<file path="config.mk">
export PLATFORM = sky130hd
export DESIGN_NAME = signed_integer_to_ascii_core_flat
export DESIGN_NICKNAME = d
export VERILOG_FILES = /design/src/rtl/core/sita_pkg.sv /design/src/rtl/core/sita_in_if.sv /design/src/rtl/core/sita_out_if.sv /design/src/rtl/core/signed_integer_to_ascii_core.sv /design/src/rtl/core/sita_ctrl.sv /design/src/rtl/core/sita_dp.sv /design/src/flat_wrapper.sv
export SDC_FILE = /design/constraint.sdc
export NUM_CORES = 1
export LEC_CHECK = 0
export ABC_CLOCK_PERIOD_IN_PS = 17250
export BUFFER_PORTS_ARGS = -buffer_cell sky130_fd_sc_hd__buf_2
export CAP_MARGIN = 10
export CELL_PAD_IN_SITES_DETAIL_PLACEMENT = 0
export CELL_PAD_IN_SITES_GLOBAL_PLACEMENT = 1
export CORE_MARGIN = 1.5
export CORE_UTILIZATION = 45
export CTS_CLUSTER_DIAMETER = 200
export DETAILED_ROUTE_END_ITERATION = 10
export PLACE_DENSITY = 0.77
export SYNTH_ARGS = -nofsm -noshare
export SYNTH_HDL_FRONTEND = slang
export SYNTH_HIERARCHICAL = 1
export SYNTH_SLANG_ARGS = --single-unit
</file>
<file path="constraint.sdc">
create_clock -name clk -period 17.25 [get_ports clk]
set_input_delay 3.45 -clock clk [delete_from_list [all_inputs] [get_ports clk]]
set_output_delay 3.45 -clock clk [all_outputs]
set_load 0.01 [all_outputs]
</file>
<file path="src/rtl/core/sita_pkg.sv">
`timescale 1ns / 1ps
// ----------------------------------------------------------------------------
// sita_pkg
// Types, constants and helpers shared by the integer to ASCII core.
// ----------------------------------------------------------------------------
package sita_pkg;

	localparam int DIGIT_DEPTH = 32;
	localparam int DIGIT_AW    = $clog2(DIGIT_DEPTH);
	localparam int COUNT_W     = DIGIT_AW + 1;

	localparam logic [4:0] RADIX_MIN = 5'd2;
	localparam logic [4:0] RADIX_MAX = 5'd16;

	localparam logic [7:0] CHAR_ZERO  = 8'h30;
	localparam logic [7:0] CHAR_A     = 8'h61;
	localparam logic [7:0] CHAR_MINUS = 8'h2D;
	localparam logic [7:0] CHAR_NUL   = 8'h00;
	localparam logic [3:0] DEC_MAX    = 4'd9;
	localparam logic [3:0] DEC_BASE   = 4'd10;

	typedef enum logic [2:0] {
		ST_IDLE,
		ST_DIVIDE,
		ST_SIGN,
		ST_FETCH,
		ST_DIGIT,
		ST_TERM
	} sita_state_t;

	typedef struct packed {
		logic start;
		logic div_step;
		logic load_sign;
		logic load_digit;
		logic load_term;
		logic ptr_dec;
	} sita_cmd_t;

	typedef struct packed {
		logic div_last;
		logic quot_zero;
		logic ptr_zero;
		logic out_free;
		logic neg;
	} sita_sts_t;

	function automatic logic [7:0] digit_char(input logic [3:0] d);
		logic [7:0] c;
		if (d > DEC_MAX) begin
			c = CHAR_A + {4'd0, d - DEC_BASE};
		end else begin
			c = CHAR_ZERO + {4'd0, d};
		end
		return c;
	endfunction

endpackage

</file>
<file path="src/rtl/core/sita_in_if.sv">
`timescale 1ns / 1ps
// ----------------------------------------------------------------------------
// sita_in_if
// Input channel: value to convert and its number base.
// ----------------------------------------------------------------------------
interface sita_in_if;
	logic               valid;
	logic               ready;
	logic signed [31:0] value;
	logic        [4:0]  radix;

	modport source (output valid, output value, output radix, input ready);
	modport sink   (input valid, input value, input radix, output ready);
endinterface

</file>
<file path="src/rtl/core/sita_out_if.sv">
`timescale 1ns / 1ps
// ----------------------------------------------------------------------------
// sita_out_if
// Output channel: one ASCII character per transfer.
// ----------------------------------------------------------------------------
interface sita_out_if;
	logic       valid;
	logic       ready;
	logic [7:0] character;
	logic       final_res;
	logic [5:0] length;

	modport source (output valid, output character, output final_res, output length,
		input ready);
	modport sink   (input valid, input character, input final_res, input length,
		output ready);
endinterface

</file>
<file path="src/rtl/core/signed_integer_to_ascii_core.sv">
`timescale 1ns / 1ps
// ----------------------------------------------------------------------------
// signed_integer_to_ascii_core
// Converts a signed 32-bit integer to a zero-terminated ASCII string.
// ----------------------------------------------------------------------------
// din carries value and radix (clamped to 2..16); dout returns the string one
// character per transfer: optional '-', digits most significant first in
// 0-9/a-f, then a zero byte with final_res set and length = characters
// including the terminator. Other characters carry length 0.
// One item is converted at a time; din.ready is high only while idle.
// Each digit takes a full pass of the long-division unit (eight quotient
// bits per cycle over the 32-bit magnitude), then is emitted by a digit store
// read and an output register load. The terminator sits in the output register
// while the next item is accepted and divided. A stalled dout holds the
// character and freezes emission.
// Reset clears the sequencer and the output valid; the digit store needs none.
// ----------------------------------------------------------------------------
module signed_integer_to_ascii_core (
	input  logic        clk,
	input  logic        arst_n,
	sita_in_if.sink     din,
	sita_out_if.source  dout
);

	sita_pkg::sita_cmd_t cmd;
	sita_pkg::sita_sts_t sts;

	sita_ctrl u_ctrl (
		.clk      (clk),
		.arst_n   (arst_n),
		.in_valid (din.valid),
		.in_ready (din.ready),
		.cmd      (cmd),
		.sts      (sts)
	);

	sita_dp u_dp (
		.clk       (clk),
		.arst_n    (arst_n),
		.value     (din.value),
		.radix     (din.radix),
		.cmd       (cmd),
		.sts       (sts),
		.out_valid (dout.valid),
		.out_ready (dout.ready),
		.character (dout.character),
		.final_res (dout.final_res),
		.length    (dout.length)
	);

endmodule

</file>
<file path="src/rtl/core/sita_ctrl.sv">
`timescale 1ns / 1ps
// ----------------------------------------------------------------------------
// sita_ctrl
// Sequencer: accept, divide digit by digit, then emit sign, digits, terminator.
// ----------------------------------------------------------------------------
module sita_ctrl (
	input  logic                clk,
	input  logic                arst_n,
	input  logic                in_valid,
	output logic                in_ready,
	output sita_pkg::sita_cmd_t cmd,
	input  sita_pkg::sita_sts_t sts
);

	sita_pkg::sita_state_t state_q;
	sita_pkg::sita_state_t state_d;

	always_ff @(posedge clk or negedge arst_n) begin
		if (!arst_n) begin
			state_q <= sita_pkg::ST_IDLE;
		end else begin
			state_q <= state_d;
		end
	end

	always_comb begin
		state_d = state_q;
		unique case (state_q)
			sita_pkg::ST_IDLE: begin
				if (in_valid) state_d = sita_pkg::ST_DIVIDE;
			end
			sita_pkg::ST_DIVIDE: begin
				if (sts.div_last && sts.quot_zero) begin
					state_d = sts.neg ? sita_pkg::ST_SIGN : sita_pkg::ST_FETCH;
				end
			end
			sita_pkg::ST_SIGN: begin
				if (sts.out_free) state_d = sita_pkg::ST_FETCH;
			end
			sita_pkg::ST_FETCH: begin
				state_d = sita_pkg::ST_DIGIT;
			end
			sita_pkg::ST_DIGIT: begin
				if (sts.out_free) begin
					state_d = sts.ptr_zero ? sita_pkg::ST_TERM : sita_pkg::ST_FETCH;
				end
			end
			sita_pkg::ST_TERM: begin
				if (sts.out_free) state_d = sita_pkg::ST_IDLE;
			end
			default: begin
				state_d = sita_pkg::ST_IDLE;
			end
		endcase
	end

	always_comb begin
		in_ready       = 1'b0;
		cmd            = '0;
		unique case (state_q)
			sita_pkg::ST_IDLE: begin
				in_ready  = 1'b1;
				cmd.start = in_valid;
			end
			sita_pkg::ST_DIVIDE: begin
				cmd.div_step = 1'b1;
			end
			sita_pkg::ST_SIGN: begin
				cmd.load_sign = sts.out_free;
			end
			sita_pkg::ST_FETCH: begin
				cmd = '0;
			end
			sita_pkg::ST_DIGIT: begin
				cmd.load_digit = sts.out_free;
				cmd.ptr_dec    = sts.out_free && !sts.ptr_zero;
			end
			sita_pkg::ST_TERM: begin
				cmd.load_term = sts.out_free;
			end
			default: begin
				cmd = '0;
			end
		endcase
	end

endmodule

</file>
<file path="src/rtl/core/sita_dp.sv">
`timescale 1ns / 1ps
// ----------------------------------------------------------------------------
// sita_dp
// Datapath: byte-wide long division by the base, digit store, output register.
// ----------------------------------------------------------------------------
module sita_dp (
	input  logic                clk,
	input  logic                arst_n,
	input  logic signed [31:0]  value,
	input  logic        [4:0]   radix,
	input  sita_pkg::sita_cmd_t cmd,
	output sita_pkg::sita_sts_t sts,
	output logic                out_valid,
	input  logic                out_ready,
	output logic        [7:0]   character,
	output logic                final_res,
	output logic        [5:0]   length
);

	logic [31:0]                    work_q;
	logic [3:0]                     rem_q;
	logic [4:0]                     radix_q;
	logic                           neg_q;
	logic [1:0]                     step_q;
	logic [sita_pkg::COUNT_W-1:0]   count_q;
	logic [sita_pkg::DIGIT_AW-1:0]  ptr_q;
	logic [3:0]                     mem [sita_pkg::DIGIT_DEPTH];
	logic [3:0]                     rd_data_q;
	logic                           out_valid_q;
	logic [7:0]                     char_q;
	logic                           final_q;
	logic [5:0]                     length_q;

	logic [31:0] value_u;
	logic [31:0] mag;
	logic [4:0]  radix_c;
	logic [31:0] div_work;
	logic [3:0]  div_rem;
	logic        div_last;
	logic        out_free;

	assign value_u = $unsigned(value);
	assign mag     = value_u[31] ? (32'd0 - value_u) : value_u;

	always_comb begin
		if (radix < sita_pkg::RADIX_MIN) begin
			radix_c = sita_pkg::RADIX_MIN;
		end else if (radix > sita_pkg::RADIX_MAX) begin
			radix_c = sita_pkg::RADIX_MAX;
		end else begin
			radix_c = radix;
		end
	end

	// Eight quotient bits per cycle; the partial remainder stays below the base.
	always_comb begin
		logic [7:0] top;
		logic [7:0] qbits;
		logic [4:0] t;
		logic [3:0] r;
		top   = work_q[31:24];
		qbits = '0;
		r     = rem_q;
		for (int i = 0; i < 8; i++) begin
			t = {r, top[7-i]};
			if (t >= radix_q) begin
				t          = t - radix_q;
				qbits[7-i] = 1'b1;
			end
			r = t[3:0];
		end
		div_rem  = r;
		div_work = {work_q[23:0], qbits};
	end

	assign div_last = (step_q == 2'd3);
	assign out_free = !out_valid_q || out_ready;

	always_comb begin
		sts.div_last  = div_last;
		sts.quot_zero = (div_work == '0);
		sts.ptr_zero  = (ptr_q == '0);
		sts.out_free  = out_free;
		sts.neg       = neg_q;
	end

	always_ff @(posedge clk or negedge arst_n) begin
		if (!arst_n) begin
			step_q  <= '0;
			count_q <= '0;
			ptr_q   <= '0;
			neg_q   <= 1'b0;
		end else begin
			if (cmd.start) begin
				step_q  <= '0;
				count_q <= '0;
				neg_q   <= value_u[31];
			end else if (cmd.div_step) begin
				step_q <= step_q + 2'd1;
				if (div_last) begin
					count_q <= count_q + 1'b1;
					ptr_q   <= count_q[sita_pkg::DIGIT_AW-1:0];
				end
			end else if (cmd.ptr_dec) begin
				ptr_q <= ptr_q - 1'b1;
			end
		end
	end

	always_ff @(posedge clk) begin
		if (cmd.start) begin
			work_q  <= mag;
			rem_q   <= '0;
			radix_q <= radix_c;
		end else if (cmd.div_step) begin
			work_q <= div_work;
			rem_q  <= div_last ? 4'd0 : div_rem;
		end
	end

	// Digit store: one write port during division, one registered read port.
	always_ff @(posedge clk) begin
		if (cmd.div_step && div_last) begin
			mem[count_q[sita_pkg::DIGIT_AW-1:0]] <= div_rem;
		end
		rd_data_q <= mem[ptr_q];
	end

	always_ff @(posedge clk or negedge arst_n) begin
		if (!arst_n) begin
			out_valid_q <= 1'b0;
		end else if (cmd.load_sign || cmd.load_digit || cmd.load_term) begin
			out_valid_q <= 1'b1;
		end else if (out_ready) begin
			out_valid_q <= 1'b0;
		end
	end

	always_ff @(posedge clk) begin
		if (cmd.load_sign) begin
			char_q   <= sita_pkg::CHAR_MINUS;
			final_q  <= 1'b0;
			length_q <= '0;
		end else if (cmd.load_digit) begin
			char_q   <= sita_pkg::digit_char(rd_data_q);
			final_q  <= 1'b0;
			length_q <= '0;
		end else if (cmd.load_term) begin
			char_q   <= sita_pkg::CHAR_NUL;
			final_q  <= 1'b1;
			length_q <= count_q + {5'd0, neg_q} + 6'd1;
		end
	end

	assign out_valid = out_valid_q;
	assign character = char_q;
	assign final_res = final_q;
	assign length    = length_q;

endmodule

</file>
<file path="src/flat_wrapper.sv">
// flat-port wrapper written by rule: the top's interface ports become plain ports
module signed_integer_to_ascii_core_flat 
  (clk, arst_n, din_valid, din_value, din_radix, din_ready, dout_valid, dout_character, dout_final_res, dout_length, dout_ready);
  sita_in_if din_i ();
  sita_out_if dout_i ();
  input  logic clk;
  input  logic arst_n;
  input wire logic [$bits(din_i.valid)-1:0] din_valid;
  input wire logic [$bits(din_i.value)-1:0] din_value;
  input wire logic [$bits(din_i.radix)-1:0] din_radix;
  output wire logic [$bits(din_i.ready)-1:0] din_ready;
  output wire logic [$bits(dout_i.valid)-1:0] dout_valid;
  output wire logic [$bits(dout_i.character)-1:0] dout_character;
  output wire logic [$bits(dout_i.final_res)-1:0] dout_final_res;
  output wire logic [$bits(dout_i.length)-1:0] dout_length;
  input wire logic [$bits(dout_i.ready)-1:0] dout_ready;
  assign din_i.valid = din_valid;
  assign din_i.value = din_value;
  assign din_i.radix = din_radix;
  assign din_ready = din_i.ready;
  assign dout_valid = dout_i.valid;
  assign dout_character = dout_i.character;
  assign dout_final_res = dout_i.final_res;
  assign dout_length = dout_i.length;
  assign dout_i.ready = dout_ready;
  signed_integer_to_ascii_core u_core (.clk(clk), .arst_n(arst_n), .din(din_i), .dout(dout_i));
endmodule
</file>
==> run summary <==
- transition time of the tightest slew-check pin: 1050 ps
- Max transition margin: 0.294
- Top Ports: 58
- critical path startpoint: u_core/u_dp/radix_q[1]
- part of the Yosys area used for sequential elements: 0.531
- top flip-flop cell by instance count after synthesis: sky130_fd_sc_hd__edfxtp_1
- Cell Rows: 57
- TritonRoute pass-1 iters: 4
- crit path DAT: 14350 ps
- number of buffers created by CTS: 23
- iteration-0 DRC count of the detailed router: 602
- TritonCTS clock tree: yes
- origin of the critical flop-to-flop path: u_core/u_dp/radix_q[1]
- clk root buf: sky130_fd_sc_hd__clkbuf_16
- total negative setup slack: 0 ps
- number of clock sinks: 205
- Maximum Capacitance Violations: 0
- Reg2Reg Setup Slack: 3270 ps
- library cell contributing the largest single delay on the critical path: sky130_fd_sc_hd__a31oi_1
- diode count: 0
- library cells used by synthesis: 69
- proportion of synthesized flip-flops having asynchronous set or reset: 0.0878
- worst path setup slack after routing: 3270 ps
- CP most frequent cell: sky130_fd_sc_hd__ha_1
- number of cells upsized or downsized after cts: 0
- clock transition at the registers of the reported paths: 60 ps
- total detailed-routing wirelength: 24.0 mm
- initial antenna violation count: 0
- Max Slew Vio Count: 0
- final-report hold violation count: 0
- largest area contributor in the synthesized netlist: sky130_fd_sc_hd__edfxtp_1
- # setup viols final: 0
- routed via count divided by cell count: 5.59
- unrepaired setup endpoints after global routing: no
- initial core utilization: 0.455
- fraction of layout cells with a size suffix above 1: 0.184
- Die X: 159 um
- clock latency reported for the late side of the worst-skew pair: 510 ps
- synthesized area divided by synthesized cell count: 12.4 um^2
- number of fill cells in the layout: 2037
- area of the placeable core: 24200 um^2
- Wirelength per Cell: 18.8 um
- kind of start point of the critical path: flop
- overall fraction of global-route tracks in use: 0.189
- number of design rule violations left after detail routing: 0
- terminating pin of the worst hold path: u_core/u_dp/character[5]
- top cells by area, synth: sky130_fd_sc_hd__edfxtp_1 45%, sky130_fd_sc_hd__mux4_2 8.2%, sky130_fd_sc_hd__ha_1 6.1%
- WP data required: 17620 ps
- total global routing overflow: 0
- endpoint kind of the worst setup timing path: flop
- count of input and output buffers: 56
- Worst Reg-to-Reg Cells: 45
- destination of the worst register-to-register timing path: u_core/u_ctrl/state_q[0]
- count of hold buffers inserted by post-cts repair: 0
- placer congestion estimate: 0.809
- placed wire-length estimate: 16.4 mm
- area growth from synthesis to layout: 12.4%
- #FFs+latches synth: 205
- pre-CTS setup slack: 3300 ps
- number of enable-type register cells in the synthesized netlist: 165
- synthesized area: 11000 um^2
- worst-path fanout max: 11
- die span in y: 159 um
- Sequential Area: 5850 um^2
- worst hold path cell count: 1
- CP max stage delay: 740 ps
- Yosys top cell area share: 0.450
- worst hold slack across all endpoints: 458 ps
- vias in the first global route: 6863
- Synth Net Count: 991
- post-CTS repair timing setup buffer count: 0
- worst-case clock buffer depth: 3
- final worst clock skew: 9.53 ps
- worst setup path category: reg2reg
- multi-input logic area: 4830 um^2
- Max H-tree Level: 1
- post-route minimum period: 13980 ps
- path category of the worst min-delay check: reg2reg
- result of the run: completed
- startpoint of the lowest-slack hold path: u_core/u_dp/character[5]
- Fmax: 0.0715 GHz
- pin count of the biggest net entering global routing: 81
- Via Count: 7127
- Net count, final: 1038
- fin crit share: 0.810
- Total Die Area: 25400 um^2
- number of nets with antenna violations after detailed routing: 0
- global-route wire length before repair: 38.2 mm
- Mapped Cells: 888
- total number of yosys warnings: 6
[synthesized netlist by cell type, types with 4 or more instances]
cell type	number
sky130_fd_sc_hd__dfrtp_1	18
sky130_fd_sc_hd__o31ai_1	12
sky130_fd_sc_hd__nor3b_1	7
sky130_fd_sc_hd__nand3_1	6
sky130_fd_sc_hd__buf_4	5
sky130_fd_sc_hd__o21a_1	9
sky130_fd_sc_hd__buf_2	4
sky130_fd_sc_hd__nor2_1	102
sky130_fd_sc_hd__xnor2_1	21
sky130_fd_sc_hd__a21oi_1	58
sky130_fd_sc_hd__or3b_2	4
sky130_fd_sc_hd__ha_1	54
sky130_fd_sc_hd__dfxtp_1	22
sky130_fd_sc_hd__or3_1	10
sky130_fd_sc_hd__a31oi_1	10
sky130_fd_sc_hd__o21ai_1	6
sky130_fd_sc_hd__a21o_1	16
sky130_fd_sc_hd__nor4_1	11
sky130_fd_sc_hd__mux2i_1	12
sky130_fd_sc_hd__nand2_1	55
sky130_fd_sc_hd__o22ai_1	4
sky130_fd_sc_hd__mux2_2	14
sky130_fd_sc_hd__nand2b_1	8
sky130_fd_sc_hd__nor3_1	5
sky130_fd_sc_hd__a211oi_1	7
sky130_fd_sc_hd__xor2_1	33
sky130_fd_sc_hd__mux4_2	40
sky130_fd_sc_hd__edfxtp_1	165
sky130_fd_sc_hd__inv_1	43
sky130_fd_sc_hd__o21ai_0	25
sky130_fd_sc_hd__nor2b_1	5
sky130_fd_sc_hd__fa_1	8
sky130_fd_sc_hd__clkbuf_1	28
[critical path: cells and delay by family, from the launching register on]
kind | cells | cell delay [ps]
compound gates | 21 | 5950
fa+ha+maj | 8 | 2550
flops | 1 | 650
mux | 3 | 1230
simple gates | 11 | 2940
buf+inv | 2 | 500
[per-stage QoR]
| stage | instance area (um^2) | util | cells |
|---|---|---|---|
| 2_1_floorplan | 11000 | - | 888 |
| 3_3_place_gp | 11600 | 0.479 | 1234 |
| 3_5_place_dp | 11600 | 0.479 | 1234 |
| 4_1_cts | 12400 | 0.512 | 1275 |
| 5_1_grt | 12400 | 0.512 | 1275 |
| 6_report | 12400 | 0.512 | 1275 |
[flip-flops by register name, indices dropped and copies added, names as in the netlist]
name	flops
u_core/u_dp/work_q	32
u_core/u_dp/rd_data_q	4
u_core/u_dp/final_res	1
u_core/u_dp/ptr_q	5
u_core/u_dp/rem_q	4
u_core/u_dp/count_q	6
u_core/u_dp/step_q	2
u_core/u_ctrl/state_q	3
u_core/u_dp/radix_q	5
u_core/u_dp/out_valid	1
u_core/u_dp/length	6
u_core/u_dp/neg_q	1
u_core/u_dp/character	7
u_core/u_dp/mem	128
[cells in the final DEF (no fill, tap or decap), types with 6 or more instances in the layout]
cell type and count:
sky130_fd_sc_hd__a31oi_1 10, sky130_fd_sc_hd__ha_1 54, sky130_fd_sc_hd__xor2_1 33, sky130_fd_sc_hd__a21oi_1 57
sky130_fd_sc_hd__nor4_1 11, sky130_fd_sc_hd__a211oi_1 7, sky130_fd_sc_hd__a21o_1 16, sky130_fd_sc_hd__mux2_2 14
sky130_fd_sc_hd__buf_2 56, sky130_fd_sc_hd__or3_1 10, sky130_fd_sc_hd__o21ai_0 24, sky130_fd_sc_hd__fa_1 8
sky130_fd_sc_hd__o31ai_1 12, sky130_fd_sc_hd__clkbuf_16 23, sky130_fd_sc_hd__nand2_1 55, sky130_fd_sc_hd__xnor2_1 21
sky130_fd_sc_hd__clkinv_1 6, sky130_fd_sc_hd__buf_4 6, sky130_fd_sc_hd__nor3b_1 7, sky130_fd_sc_hd__dfrtp_1 16
sky130_fd_sc_hd__dfxtp_1 22, sky130_fd_sc_hd__edfxtp_1 165, sky130_fd_sc_hd__mux4_2 40, sky130_fd_sc_hd__o21a_1 9
sky130_fd_sc_hd__nand2b_1 8, sky130_fd_sc_hd__o21ai_1 6, sky130_fd_sc_hd__inv_1 43, sky130_fd_sc_hd__nor2_1 101
sky130_fd_sc_hd__mux2i_1 12, sky130_fd_sc_hd__nand3_1 6
[worst max-delay path by stage]
stage | end | slack [ps] | depth (start not counted)
6_report | u_core/u_ctrl/state_q[0] | 3270 | 45
5_1_grt | u_core/u_ctrl/state_q[0] | 1770 | 46
4_1_cts | u_core/u_ctrl/state_q[0] | 3260 | 46
3_5_place_dp | u_core/u_ctrl/state_q[0] | 3300 | 46
3_3_place_gp | u_core/u_ctrl/state_q[0] | 3920 | 45
2_1_floorplan | u_core/u_dp/mem[0][3] | 5340 | 43
[metal layers]
layer,part of all wire,vias up,global-route usage
li1,-,3425,-
met1,0.48,3490,0.281
met2,0.45,189,0.294
met3,0.055,23,0.0336
met4,0.012,0,0.0343
met5,0,-,0
[kinds of logic (layout without fill, tap and decap cells)]
| kind of cell | after synthesis | in the layout | synth area share |
|---|---|---|---|
| flip-flops | 205 | 205 | 0.531 |
| other | 1 | 1 | 0.000341 |
| AO/OA/AOI/OAI | 173 | 173 | 0.101 |
| multiplexers | 66 | 66 | 0.107 |
| adder cells (fa/ha/maj) | 62 | 62 | 0.0760 |
| buffers and inverters | 84 | 147 | 0.0308 |
| XOR/XNOR | 54 | 54 | 0.0430 |
| AND/OR/NAND/NOR | 243 | 243 | 0.110 |
[area by class of cell]
type / instances / area share
Timing Repair Buffer: 62 / 0.0263
Multi-Input combinational cell: 599 / 0.390
Sequential cell: 205 / 0.473
Clock buffer: 25 / 0.0471
Clock inverter: 16 / 0.0172
Inverter: 44 / 0.0134
Tap cell: 324 / 0.0328
Power is not shown: default switching activity piles up to over one toggle a cycle in this logic, so the estimate is an artifact.
